--- src/design/vbd_pkg.sv ---
// vbd_pkg: shared widths, register indexes and types for the volume box downscaler
// used by every module of the design; no dependencies
`timescale 1ns / 1ps
`default_nettype none
package vbd_pkg;

	// sizing of the filter
	localparam int MAX_SCALE = 16;
	localparam int MAX_DIM   = 1024;

	// fixed register and field widths
	localparam int PIX_W   = 32;
	localparam int CH_W    = 8;
	localparam int SCALE_W = 5;
	localparam int DIM_W   = 11;
	localparam int OFS_W   = 9;
	localparam int IDX_W   = 3;
	localparam int DATA_W  = 11;

	// derived widths
	localparam int INNER_W = $clog2(MAX_SCALE);
	localparam int OUTER_W = $clog2(MAX_DIM);
	localparam int SUM_W   = CH_W + 3 * INNER_W;
	localparam int CNT_W   = 3 * INNER_W + 1;
	localparam int REM_W   = SUM_W + 1;
	localparam int DSR_W   = CNT_W + CH_W - 1;
	localparam int STEP_W  = $clog2(CH_W);
	localparam int NCH     = 4;

	// queue between front and back
	localparam int QUEUE_DEPTH = 4;
	localparam int QPTR_W      = $clog2(QUEUE_DEPTH);

	// register indexes
	localparam logic [IDX_W-1:0] REG_SCALE  = 3'd0;
	localparam logic [IDX_W-1:0] REG_WIDTH  = 3'd1;
	localparam logic [IDX_W-1:0] REG_HEIGHT = 3'd2;
	localparam logic [IDX_W-1:0] REG_DEPTH  = 3'd3;
	localparam logic [IDX_W-1:0] REG_OFFSET = 3'd4;
	localparam logic [IDX_W-1:0] REG_SKIP   = 3'd5;

	// channel lanes inside a word
	localparam int CH_ALPHA = 3;

	// configuration register file
	typedef struct packed {
		logic [SCALE_W-1:0] scale;
		logic [DIM_W-1:0]   width;
		logic [DIM_W-1:0]   height;
		logic [DIM_W-1:0]   depth;
		logic [OFS_W-1:0]   alpha_offset;
		logic               skip;
	} cfg_t;

	// one finished block handed from front to back
	typedef struct packed {
		logic [NCH-1:0][SUM_W-1:0] sums;
		logic [CNT_W-1:0]          count;
		logic                      last;
	} blk_t;

	// back end sequencer
	typedef enum logic [1:0] {
		BK_IDLE,
		BK_DIV,
		BK_DONE
	} bk_state_t;

endpackage
`default_nettype wire

--- src/design/vbd_fifo.sv ---
// vbd_fifo: small queue of finished block sums between front and back
// depends on vbd_pkg
`timescale 1ns / 1ps
`default_nettype none
module vbd_fifo (
	input  wire logic          clk,
	input  wire logic          arst_n,
	input  wire logic          push,
	input  wire vbd_pkg::blk_t push_data,
	output logic               full,
	input  wire logic          pop,
	output vbd_pkg::blk_t      pop_data,
	output logic               empty
);
	import vbd_pkg::*;

	blk_t              mem_q [QUEUE_DEPTH];
	logic [QPTR_W-1:0] wr_ptr_q;
	logic [QPTR_W-1:0] rd_ptr_q;
	logic [QPTR_W:0]   fill_q;

	assign full     = (fill_q == (QPTR_W+1)'(QUEUE_DEPTH));
	assign empty    = (fill_q == '0);
	assign pop_data = mem_q[rd_ptr_q];

	// storage
	always_ff @(posedge clk) begin
		if (push) begin
			mem_q[wr_ptr_q] <= push_data;
		end
	end

	// pointers and fill level
	always_ff @(posedge clk or negedge arst_n) begin
		if (!arst_n) begin
			wr_ptr_q <= '0;
			rd_ptr_q <= '0;
			fill_q   <= '0;
		end else begin
			if (push) begin
				wr_ptr_q <= wr_ptr_q + 1'b1;
			end
			if (pop) begin
				rd_ptr_q <= rd_ptr_q + 1'b1;
			end
			if (push && !pop) begin
				fill_q <= fill_q + 1'b1;
			end else if (pop && !push) begin
				fill_q <= fill_q - 1'b1;
			end
		end
	end

endmodule
`default_nettype wire

--- src/design/vbd_front.sv ---
// vbd_front: accumulates texels of each sample block and walks the box and output grid
// depends on vbd_pkg
`timescale 1ns / 1ps
`default_nettype none
module vbd_front (
	input  wire logic                    clk,
	input  wire logic                    arst_n,
	input  wire vbd_pkg::cfg_t           cfg,
	input  wire logic                    in_valid,
	output logic                         in_ready,
	input  wire logic [vbd_pkg::PIX_W-1:0] texel,
	output logic                         push,
	output vbd_pkg::blk_t                push_data,
	input  wire logic                    queue_full
);
	import vbd_pkg::*;

	logic [NCH-1:0][SUM_W-1:0] sum_q;
	logic [CNT_W-1:0]          cnt_q;
	logic [INNER_W-1:0]        inx_q, iny_q, inz_q;
	logic [OUTER_W-1:0]        outx_q, outy_q, outz_q;

	logic [NCH-1:0][SUM_W-1:0] sum_nx;
	logic [CNT_W-1:0]          cnt_nx;
	logic [DIM_W-1:0]          dw, dh, dd;
	logic [SCALE_W-1:0]        sw, sh, sd;
	logic                      counted, accept;
	logic                      wix, wiy, wiz, block_end;
	logic                      wox, woy, woz;

	function automatic logic [DIM_W-1:0] eff_dim(input logic [DIM_W-1:0] d);
		logic [DIM_W-1:0] r;
		if (d == '0) begin
			r = DIM_W'(1);
		end else if (d > DIM_W'(MAX_DIM)) begin
			r = DIM_W'(MAX_DIM);
		end else begin
			r = d;
		end
		return r;
	endfunction

	function automatic logic [SCALE_W-1:0] eff_sample(input logic [SCALE_W-1:0] s,
		input logic [DIM_W-1:0] d);
		logic [SCALE_W-1:0] c;
		if (s == '0) begin
			c = SCALE_W'(1);
		end else if (s > SCALE_W'(MAX_SCALE)) begin
			c = SCALE_W'(MAX_SCALE);
		end else begin
			c = s;
		end
		if (DIM_W'(c) < d) begin
			return c;
		end
		return d[SCALE_W-1:0];
	endfunction

	// inner counter wraps once its next value reaches the box size
	function automatic logic inner_wrap(input logic [INNER_W-1:0] c,
		input logic [SCALE_W-1:0] s);
		return ({1'b0, c} + 1'b1) >= s;
	endfunction

	// outer counter wraps when (c + 2) * s exceeds the dimension, i.e. c + 1 >= dim / s
	function automatic logic outer_wrap(input logic [OUTER_W-1:0] c,
		input logic [SCALE_W-1:0] s, input logic [DIM_W-1:0] d);
		logic [DIM_W-1:0]         c2;
		logic [DIM_W+SCALE_W-1:0] prod;
		c2   = DIM_W'(c) + DIM_W'(2);
		prod = (DIM_W+SCALE_W)'(c2) * (DIM_W+SCALE_W)'(s);
		return prod > (DIM_W+SCALE_W)'(d);
	endfunction

	// effective geometry
	always_comb begin
		dw = eff_dim(cfg.width);
		dh = eff_dim(cfg.height);
		dd = eff_dim(cfg.depth);
		sw = eff_sample(cfg.scale, dw);
		sh = eff_sample(cfg.scale, dh);
		sd = eff_sample(cfg.scale, dd);
	end

	assign in_ready = !queue_full;
	assign accept   = in_valid && in_ready;

	// running sums including the current word
	always_comb begin
		counted = (texel[PIX_W-1 -: CH_W] != '0) || !cfg.skip;
		for (int i = 0; i < NCH; i++) begin
			sum_nx[i] = sum_q[i] + (counted ? SUM_W'(texel[i*CH_W +: CH_W]) : '0);
		end
		cnt_nx = cnt_q + (counted ? CNT_W'(1) : '0);
	end

	// box and grid position
	always_comb begin
		wix       = inner_wrap(inx_q, sw);
		wiy       = inner_wrap(iny_q, sh);
		wiz       = inner_wrap(inz_q, sd);
		block_end = wix && wiy && wiz;
		wox       = outer_wrap(outx_q, sw, dw);
		woy       = outer_wrap(outy_q, sh, dh);
		woz       = outer_wrap(outz_q, sd, dd);
	end

	assign push            = accept && block_end;
	assign push_data.sums  = sum_nx;
	assign push_data.count = cnt_nx;
	assign push_data.last  = wox && woy && woz;

	// accumulators
	always_ff @(posedge clk or negedge arst_n) begin
		if (!arst_n) begin
			sum_q <= '0;
			cnt_q <= '0;
		end else if (accept) begin
			if (block_end) begin
				sum_q <= '0;
				cnt_q <= '0;
			end else begin
				sum_q <= sum_nx;
				cnt_q <= cnt_nx;
			end
		end
	end

	// position counters
	always_ff @(posedge clk or negedge arst_n) begin
		if (!arst_n) begin
			inx_q  <= '0;
			iny_q  <= '0;
			inz_q  <= '0;
			outx_q <= '0;
			outy_q <= '0;
			outz_q <= '0;
		end else if (accept) begin
			inx_q <= wix ? '0 : inx_q + 1'b1;
			if (wix) begin
				iny_q <= wiy ? '0 : iny_q + 1'b1;
			end
			if (wix && wiy) begin
				inz_q <= wiz ? '0 : inz_q + 1'b1;
			end
			if (block_end) begin
				outx_q <= wox ? '0 : outx_q + 1'b1;
				if (wox) begin
					outy_q <= woy ? '0 : outy_q + 1'b1;
				end
				if (wox && woy) begin
					outz_q <= woz ? '0 : outz_q + 1'b1;
				end
			end
		end
	end

endmodule
`default_nettype wire

--- src/design/vbd_back.sv ---
// vbd_back: rounded averages by four-lane bit-serial division, alpha bias and clamp,
// and the output register; depends on vbd_pkg
`timescale 1ns / 1ps
`default_nettype none
module vbd_back (
	input  wire logic                      clk,
	input  wire logic                      arst_n,
	input  wire logic [vbd_pkg::OFS_W-1:0] alpha_offset,
	input  wire logic                      queue_empty,
	input  wire vbd_pkg::blk_t             pop_data,
	output logic                           pop,
	output logic                           out_valid,
	input  wire logic                      out_ready,
	output logic [vbd_pkg::PIX_W-1:0]      voxel,
	output logic                           volume_done
);
	import vbd_pkg::*;

	bk_state_t                 state_q, state_nx;
	logic [NCH-1:0][REM_W-1:0] rem_q;
	logic [NCH-1:0][CH_W-1:0]  quo_q;
	logic [DSR_W-1:0]          dsr_q;
	logic [STEP_W-1:0]         step_q;
	logic                      zero_q, last_q;
	logic                      out_valid_q;
	logic [PIX_W-1:0]          voxel_q;
	logic                      done_q;

	logic                      out_load;
	logic signed [CH_W+1:0]    av;
	logic [CH_W-1:0]           a_clamp;
	logic [PIX_W-1:0]          result;

	assign pop      = (state_q == BK_IDLE) && !queue_empty;
	assign out_load = (state_q == BK_DONE) && (!out_valid_q || out_ready);

	// sequencer state register
	always_ff @(posedge clk or negedge arst_n) begin
		if (!arst_n) begin
			state_q <= BK_IDLE;
		end else begin
			state_q <= state_nx;
		end
	end

	// next state
	always_comb begin
		state_nx = state_q;
		case (state_q)
			BK_IDLE: begin
				if (!queue_empty) begin
					state_nx = BK_DIV;
				end
			end
			BK_DIV: begin
				if (step_q == STEP_W'(CH_W - 1)) begin
					state_nx = BK_DONE;
				end
			end
			BK_DONE: begin
				if (out_load) begin
					state_nx = BK_IDLE;
				end
			end
			default: state_nx = BK_IDLE;
		endcase
	end

	// restoring division, one quotient bit per lane each cycle
	always_ff @(posedge clk) begin
		if (pop) begin
			for (int i = 0; i < NCH; i++) begin
				rem_q[i] <= {1'b0, pop_data.sums[i]} + REM_W'(pop_data.count >> 1);
				quo_q[i] <= '0;
			end
			dsr_q  <= {pop_data.count, {(CH_W-1){1'b0}}};
			step_q <= '0;
			zero_q <= (pop_data.count == '0);
			last_q <= pop_data.last;
		end else if (state_q == BK_DIV) begin
			for (int i = 0; i < NCH; i++) begin
				if (rem_q[i] >= {1'b0, dsr_q}) begin
					rem_q[i] <= rem_q[i] - {1'b0, dsr_q};
					quo_q[i] <= {quo_q[i][CH_W-2:0], 1'b1};
				end else begin
					quo_q[i] <= {quo_q[i][CH_W-2:0], 1'b0};
				end
			end
			dsr_q  <= dsr_q >> 1;
			step_q <= step_q + 1'b1;
		end
	end

	// alpha bias and clamp, word assembly
	always_comb begin
		av = $signed({2'b00, quo_q[CH_ALPHA]})
			+ $signed({alpha_offset[OFS_W-1], alpha_offset});
		if (av < 0) begin
			a_clamp = '0;
		end else if (av > $signed((CH_W+2)'(255))) begin
			a_clamp = 8'hFF;
		end else begin
			a_clamp = av[CH_W-1:0];
		end
		if (zero_q) begin
			result = '0;
		end else begin
			result = {a_clamp, quo_q[2], quo_q[1], quo_q[0]};
		end
	end

	// output register
	always_ff @(posedge clk or negedge arst_n) begin
		if (!arst_n) begin
			out_valid_q <= 1'b0;
		end else if (out_load) begin
			out_valid_q <= 1'b1;
		end else if (out_ready) begin
			out_valid_q <= 1'b0;
		end
	end

	always_ff @(posedge clk) begin
		if (out_load) begin
			voxel_q <= result;
			done_q  <= last_q;
		end
	end

	assign out_valid   = out_valid_q;
	assign voxel       = voxel_q;
	assign volume_done = done_q;

endmodule
`default_nettype wire

--- src/design/volume_box_downscale_argb.sv ---
// volume_box_downscale_argb: top level with the register file, front, queue and back
// depends on vbd_pkg, vbd_front, vbd_fifo, vbd_back
//
// Usage:
// - cfg channel (cfg_valid/cfg_ready, cfg_index, cfg_data) writes the six registers;
//   cfg_ready is always high. Write only while no volume is in flight.
// - in channel (in_valid/in_ready, texel) takes one ARGB source word per cycle while
//   in_ready is high, in block order: each voxel's sample block in z, y, x order.
// - out channel (out_valid/out_ready, voxel, volume_done) gives one averaged word per
//   block; volume_done marks the last voxel of the volume.
// Result path: a block's sums are pushed into the queue when its last texel is taken,
// popped into the divider when the back is idle, averaged by four-lane bit-serial
// division, and loaded into the output register.
// Throughput: texels are taken one per cycle while the 4-entry block queue has room;
// the divider works on one block at a time and pops the next only once the last result
// has gone into the output register; the front keeps filling the queue meanwhile.
// When the receiver stalls the result holds in the output register, the divider
// finishes the next block and waits, and the queue fills before in_ready drops.
// Reset clears all sums, counters, the queue and the output valid flag; registers go to
// scale 1, dimensions 1, offset 0, skipping off.
`timescale 1ns / 1ps
`default_nettype none
module volume_box_downscale_argb (
	input  wire logic                        clk,
	input  wire logic                        arst_n,
	input  wire logic                        cfg_valid,
	output logic                             cfg_ready,
	input  wire logic [vbd_pkg::IDX_W-1:0]   cfg_index,
	input  wire logic [vbd_pkg::DATA_W-1:0]  cfg_data,
	input  wire logic                        in_valid,
	output logic                             in_ready,
	input  wire logic [vbd_pkg::PIX_W-1:0]   texel,
	output logic                             out_valid,
	input  wire logic                        out_ready,
	output logic [vbd_pkg::PIX_W-1:0]        voxel,
	output logic                             volume_done
);
	import vbd_pkg::*;

	cfg_t cfg_q;
	blk_t push_data, pop_data;
	logic push, pop, q_full, q_empty;

	assign cfg_ready = 1'b1;

	// register file
	always_ff @(posedge clk or negedge arst_n) begin
		if (!arst_n) begin
			cfg_q.scale        <= SCALE_W'(1);
			cfg_q.width        <= DIM_W'(1);
			cfg_q.height       <= DIM_W'(1);
			cfg_q.depth        <= DIM_W'(1);
			cfg_q.alpha_offset <= '0;
			cfg_q.skip         <= 1'b0;
		end else if (cfg_valid) begin
			case (cfg_index)
				REG_SCALE:  cfg_q.scale        <= cfg_data[SCALE_W-1:0];
				REG_WIDTH:  cfg_q.width        <= cfg_data[DIM_W-1:0];
				REG_HEIGHT: cfg_q.height       <= cfg_data[DIM_W-1:0];
				REG_DEPTH:  cfg_q.depth        <= cfg_data[DIM_W-1:0];
				REG_OFFSET: cfg_q.alpha_offset <= cfg_data[OFS_W-1:0];
				REG_SKIP:   cfg_q.skip         <= cfg_data[0];
				default: ;
			endcase
		end
	end

	// accumulation front
	vbd_front u_front (
		.clk        (clk),
		.arst_n     (arst_n),
		.cfg        (cfg_q),
		.in_valid   (in_valid),
		.in_ready   (in_ready),
		.texel      (texel),
		.push       (push),
		.push_data  (push_data),
		.queue_full (q_full)
	);

	// block queue
	vbd_fifo u_fifo (
		.clk       (clk),
		.arst_n    (arst_n),
		.push      (push),
		.push_data (push_data),
		.full      (q_full),
		.pop       (pop),
		.pop_data  (pop_data),
		.empty     (q_empty)
	);

	// averaging back
	vbd_back u_back (
		.clk          (clk),
		.arst_n       (arst_n),
		.alpha_offset (cfg_q.alpha_offset),
		.queue_empty  (q_empty),
		.pop_data     (pop_data),
		.pop          (pop),
		.out_valid    (out_valid),
		.out_ready    (out_ready),
		.voxel        (voxel),
		.volume_done  (volume_done)
	);

endmodule
`default_nettype wire

--- config.mk ---
export PLATFORM = sky130hd
export DESIGN_NAME = volume_box_downscale_argb
export DESIGN_NICKNAME = d
export VERILOG_FILES = /design/src/design/vbd_pkg.sv /design/src/design/vbd_fifo.sv /design/src/design/vbd_front.sv /design/src/design/vbd_back.sv /design/src/design/volume_box_downscale_argb.sv
export SDC_FILE = /design/constraint.sdc
export NUM_CORES = 2
export LEC_CHECK = 0
export BUFFER_PORTS_ARGS = -buffer_cell sky130_fd_sc_hd__buf_4
export CAP_MARGIN = 20
export CORE_MARGIN = 5
export CORE_UTILIZATION = 45
export CTS_CLUSTER_DIAMETER = 150
export DETAILED_ROUTE_END_ITERATION = 12
export PLACE_DENSITY_LB_ADDON = 0.25
export SYNTH_ARGS = -nofsm -noshare
export SYNTH_HDL_FRONTEND = slang
export SYNTH_SLANG_ARGS = --single-unit
--- constraint.sdc ---
create_clock -name clk -period 8.4 [get_ports clk]
set_input_delay 0.42 -clock clk [delete_from_list [all_inputs] [get_ports clk]]
set_output_delay 0.42 -clock clk [all_outputs]
set_load 0.005 [all_outputs]
==> impl_metrics.toml <==
[outcome]
outcome = "finished, final reports clean"

[worst_setup_path]
worst_path_max_delay_cell = "or4_4"
cp-end-kind = "flop"
critPathLaunch = "cfg_q[39]"
rr_startpoint = "cfg_q[39]"
arrival_ns = 8.31
path_max_fanout = 12
worst_path_most_repeated_cell = "o21ai_0"
crit_path_start_kind = "flop"
required_ns = 8.92
max_stage_delay_ns = 0.54
crit_type = "reg2reg"

[timing]
relSlewSlack = 0.279
finalSetupViolations = 0
fmax_mhz = 128
finalCritPeriodShare = 0.927
drv_slew = 0
skew_ns = 0.0377
setup-tns-final_ns = 0
hold_viol_final = 0
worst_slew_pin_slew_ns = 1.08
layout_min_cycle_time_ns = 7.79
grt_setup_unrepaired = "no"

[logic_synthesis]
yosys_warnings = 0
synth_seq_cells = 743
synth_edf_count = 508
synthFlopType = "edfxtp_1"
syn-num-nets = 4433
ys_types = 81
ys_seq_area_frac = 0.470
async_flop_share = 0.260
synthCells = 3969
syn_avg_cell_area_um2 = 11.2
netlist_area_um2 = 44500

[floorplan]
dieWidth_um = 324
start_util = 0.453
die_y_um = 324
io_pins = 87
rows = 115
coreArea_um2 = 98300
die_area_um2 = 105000

[grt]
grt_overflow_total = 0
grt_pass1_wl_mm = 168
antenna_found_initial = 1
grt_max_degree = 105
grt_util_all_layers = 0.198
grt_pass1_vias = 30000

[cts]
clk_pin_slew_ns = 0.06
clock_latency_ns = 0.67
htree_num_levels = 3
cts_tree = "yes"
cts_buffers = 83
cts.sinks = 743
clockBufferDepth = 3
cts_resized = 0
root_buffer = "clkbuf_16"

[placed_design]
dp_hpwl_mm = 74.0
place_congestion = 0.841
port_buffers = 85

[route]
drtIter0Drc = 2226
met1Wirelength_mm = 50.2
routed-wl-met2_mm = 47.1
wl_met3_mm = 6.06
final_antenna_net_count = 0
routedWlPerCell_um = 19.7
dr_total_vias = 30500
drcViolationCount = 0
first_pass_iters = 5
routed_wl_mm = 106
routed.top_layer = "met4"
vias_per_cell = 5.66

[power]
power.density_nw_per_um2 = 388
combinationalPowerShare = 0.506
pwr-share-clk = 0.199
power.switching_mw = 7.85
seqPwrFrac = 0.295
p_int_mw = 11.3
p_sw_frac = 0.410
leakage_nw = 19.9
ir_drop_v = 0.000223

[min_path]
holdCritStartpoint = "cfg_data[10]"
hp-class = "in2reg"

[run]
max_cap_violations = 0

[finish]
syn2layout_area_growth_pct = 11.1
finalNetCount = 4494
drive_above_1_share = 0.109
fin_util = 0.503
[cell usage after synthesis, drive strengths merged, types with 22 or more instances]
library cell  instances  area [µm²]
edfxtp              508       15300
nand2               344        1290
ha                  318        3980
nor2                271        1020
inv                 244         916
a21oi               240        1220
o21ai               202        1020
dfrtp               189        4730
xnor2               181        1590
clkbuf              112         420
fa                   95        1900
mux4                 94        2120
xor2                 93         815
nand3                92         460
a21o                 82         616
nor2b                81         507
nand2b               63         394
and3                 61         382
mux2                 60         679
nor3                 57         285
a31oi                56         350
and2                 52         325
a22o                 45         394
dfxtp                42         841
o21a                 39         293
o31ai                37         278
buf                  33         194
o21bai               30         225
nand4                28         175
or3                  27         174
mux2i                26         260
a211oi               22         165
[stage by stage]
| stage | cells | hold slack [ns] | total power, mW | instance area (µm²) | worst slack, ns |
|---|---|---|---|---|---|
| 3_5_place_dp | 5230 | 0.446 | 15.3 | 46500 | 0.639 |
| 3_3_place_gp | 5229 | 0.439 | 15.1 | 46500 | 0.736 |
| 6_report | 5387 | 0.0325 | 19.2 | 49400 | 0.611 |
| 2_1_floorplan | 3969 | 0.124 | 12.7 | 44500 | 1.10 |
| 4_1_cts | 5385 | 0.00548 | 19.2 | 49400 | 0.613 |
| 5_1_grt | 5386 | 0.0251 | 20.6 | 49400 | 0.0592 |
[power groups by stage]
stage                     logic [mW]  registers [mW]  clock network [mW]
final                           9.69            5.65                3.82
after CTS                       9.64            5.65                3.90
after floorplan                 7.26            5.48                   0
after global routing            10.8            5.73                4.07
after detailed placement        9.57            5.72                   0
after global placement          9.42            5.70                   0
[cell families (layout without fill, tap and decap cells)]
group | count (synthesis) | after routing | synth area share
XOR/XNOR | 274 | 274 | 0.0539
AO/OA/AOI/OAI | 846 | 846 | 0.120
buffers and inverters | 392 | 522 | 0.0346
flip-flops | 743 | 743 | 0.470
adder cells (fa/ha/maj) | 413 | 413 | 0.132
other | 1 | 2 | 0.0000843
multiplexers | 180 | 180 | 0.0687
AND/OR/NAND/NOR | 1120 | 1120 | 0.120
[sequential cells by signal, summed over array words and instances (netlist names), 13 cells and up]
| register | cells |
|---|---|
| u_back.quo_q | 32 |
| cfg_q | 48 |
| u_front.sum_q | 80 |
| u_fifo.mem_q | 376 |
| u_front.cnt_q | 13 |
| u_back.voxel | 32 |
| u_back.rem_q | 84 |
| u_back.dsr_q | 20 |
[timing repair]
action | CTS | global route
buffers inserted | 0 | 0
hold buffers | 1 | 0
endpoints found under the hold margin | 88 | 0
[layout by cell type (no fill, tap or decap), drive strengths merged, types with 82 or more instances in the layout]
| cell | synthesis | final |
|---|---|---|
| nand2 | 344 | 344 |
| edfxtp | 508 | 508 |
| buf | 33 | 119 |
| ha | 318 | 318 |
| xor2 | 93 | 93 |
| dfrtp | 189 | 189 |
| xnor2 | 181 | 181 |
| mux4 | 94 | 94 |
| inv | 244 | 248 |
| clkbuf | 112 | 109 |
| fa | 95 | 95 |
| nand3 | 92 | 92 |
| nor2 | 271 | 271 |
| a21o | 82 | 82 |
| a21oi | 240 | 240 |
| o21ai | 202 | 202 |
[final timing paths]
check | endpoint | slack [ns] | cells after the start
max | u_front.outz_q[5] | 0.61 | 31
min | cfg_q[42] | 0.03 | 3
max reg2reg | u_front.outz_q[5] | 0.61 | 31
min reg2reg | u_back.quo_q[7] | 0.45 | 2
max in group asynchronous | u_front.sum_q[55] | 6.64 | 3
min in group asynchronous | cfg_q[16] | 0.37 | 2
[worst max-delay path, delay by kind of cell, from the launching register on]
family | cells | cell delay (ns)
compound gates | 16 | 2.39
fa+ha+maj | 5 | 2.18
simple gates | 6 | 1.92
mux | 1 | 0.42
flops | 1 | 0.39
buf+inv | 2 | 0.23
xor+xnor | 1 | 0.14
[area by class of cell]
cell class	count	area, µm²
diodes	1	2.50
multi-input cells	2834	22100
clock inverters	46	638
clock buffers	108	2260
fillers	8613	48800
repair buffers	121	948
inverters	247	930
well taps	1287	1610
flip-flops and latches	743	20900
[per-layer routing]
layer  GRT usage  vias to the layer above
met3      0.0315                      141
li1            -                    14600
met1       0.292                    15000
met5           0                        -
met4      0.0545                        0
met2       0.308                      774
Note: power is estimated with default switching activity, not from simulation.
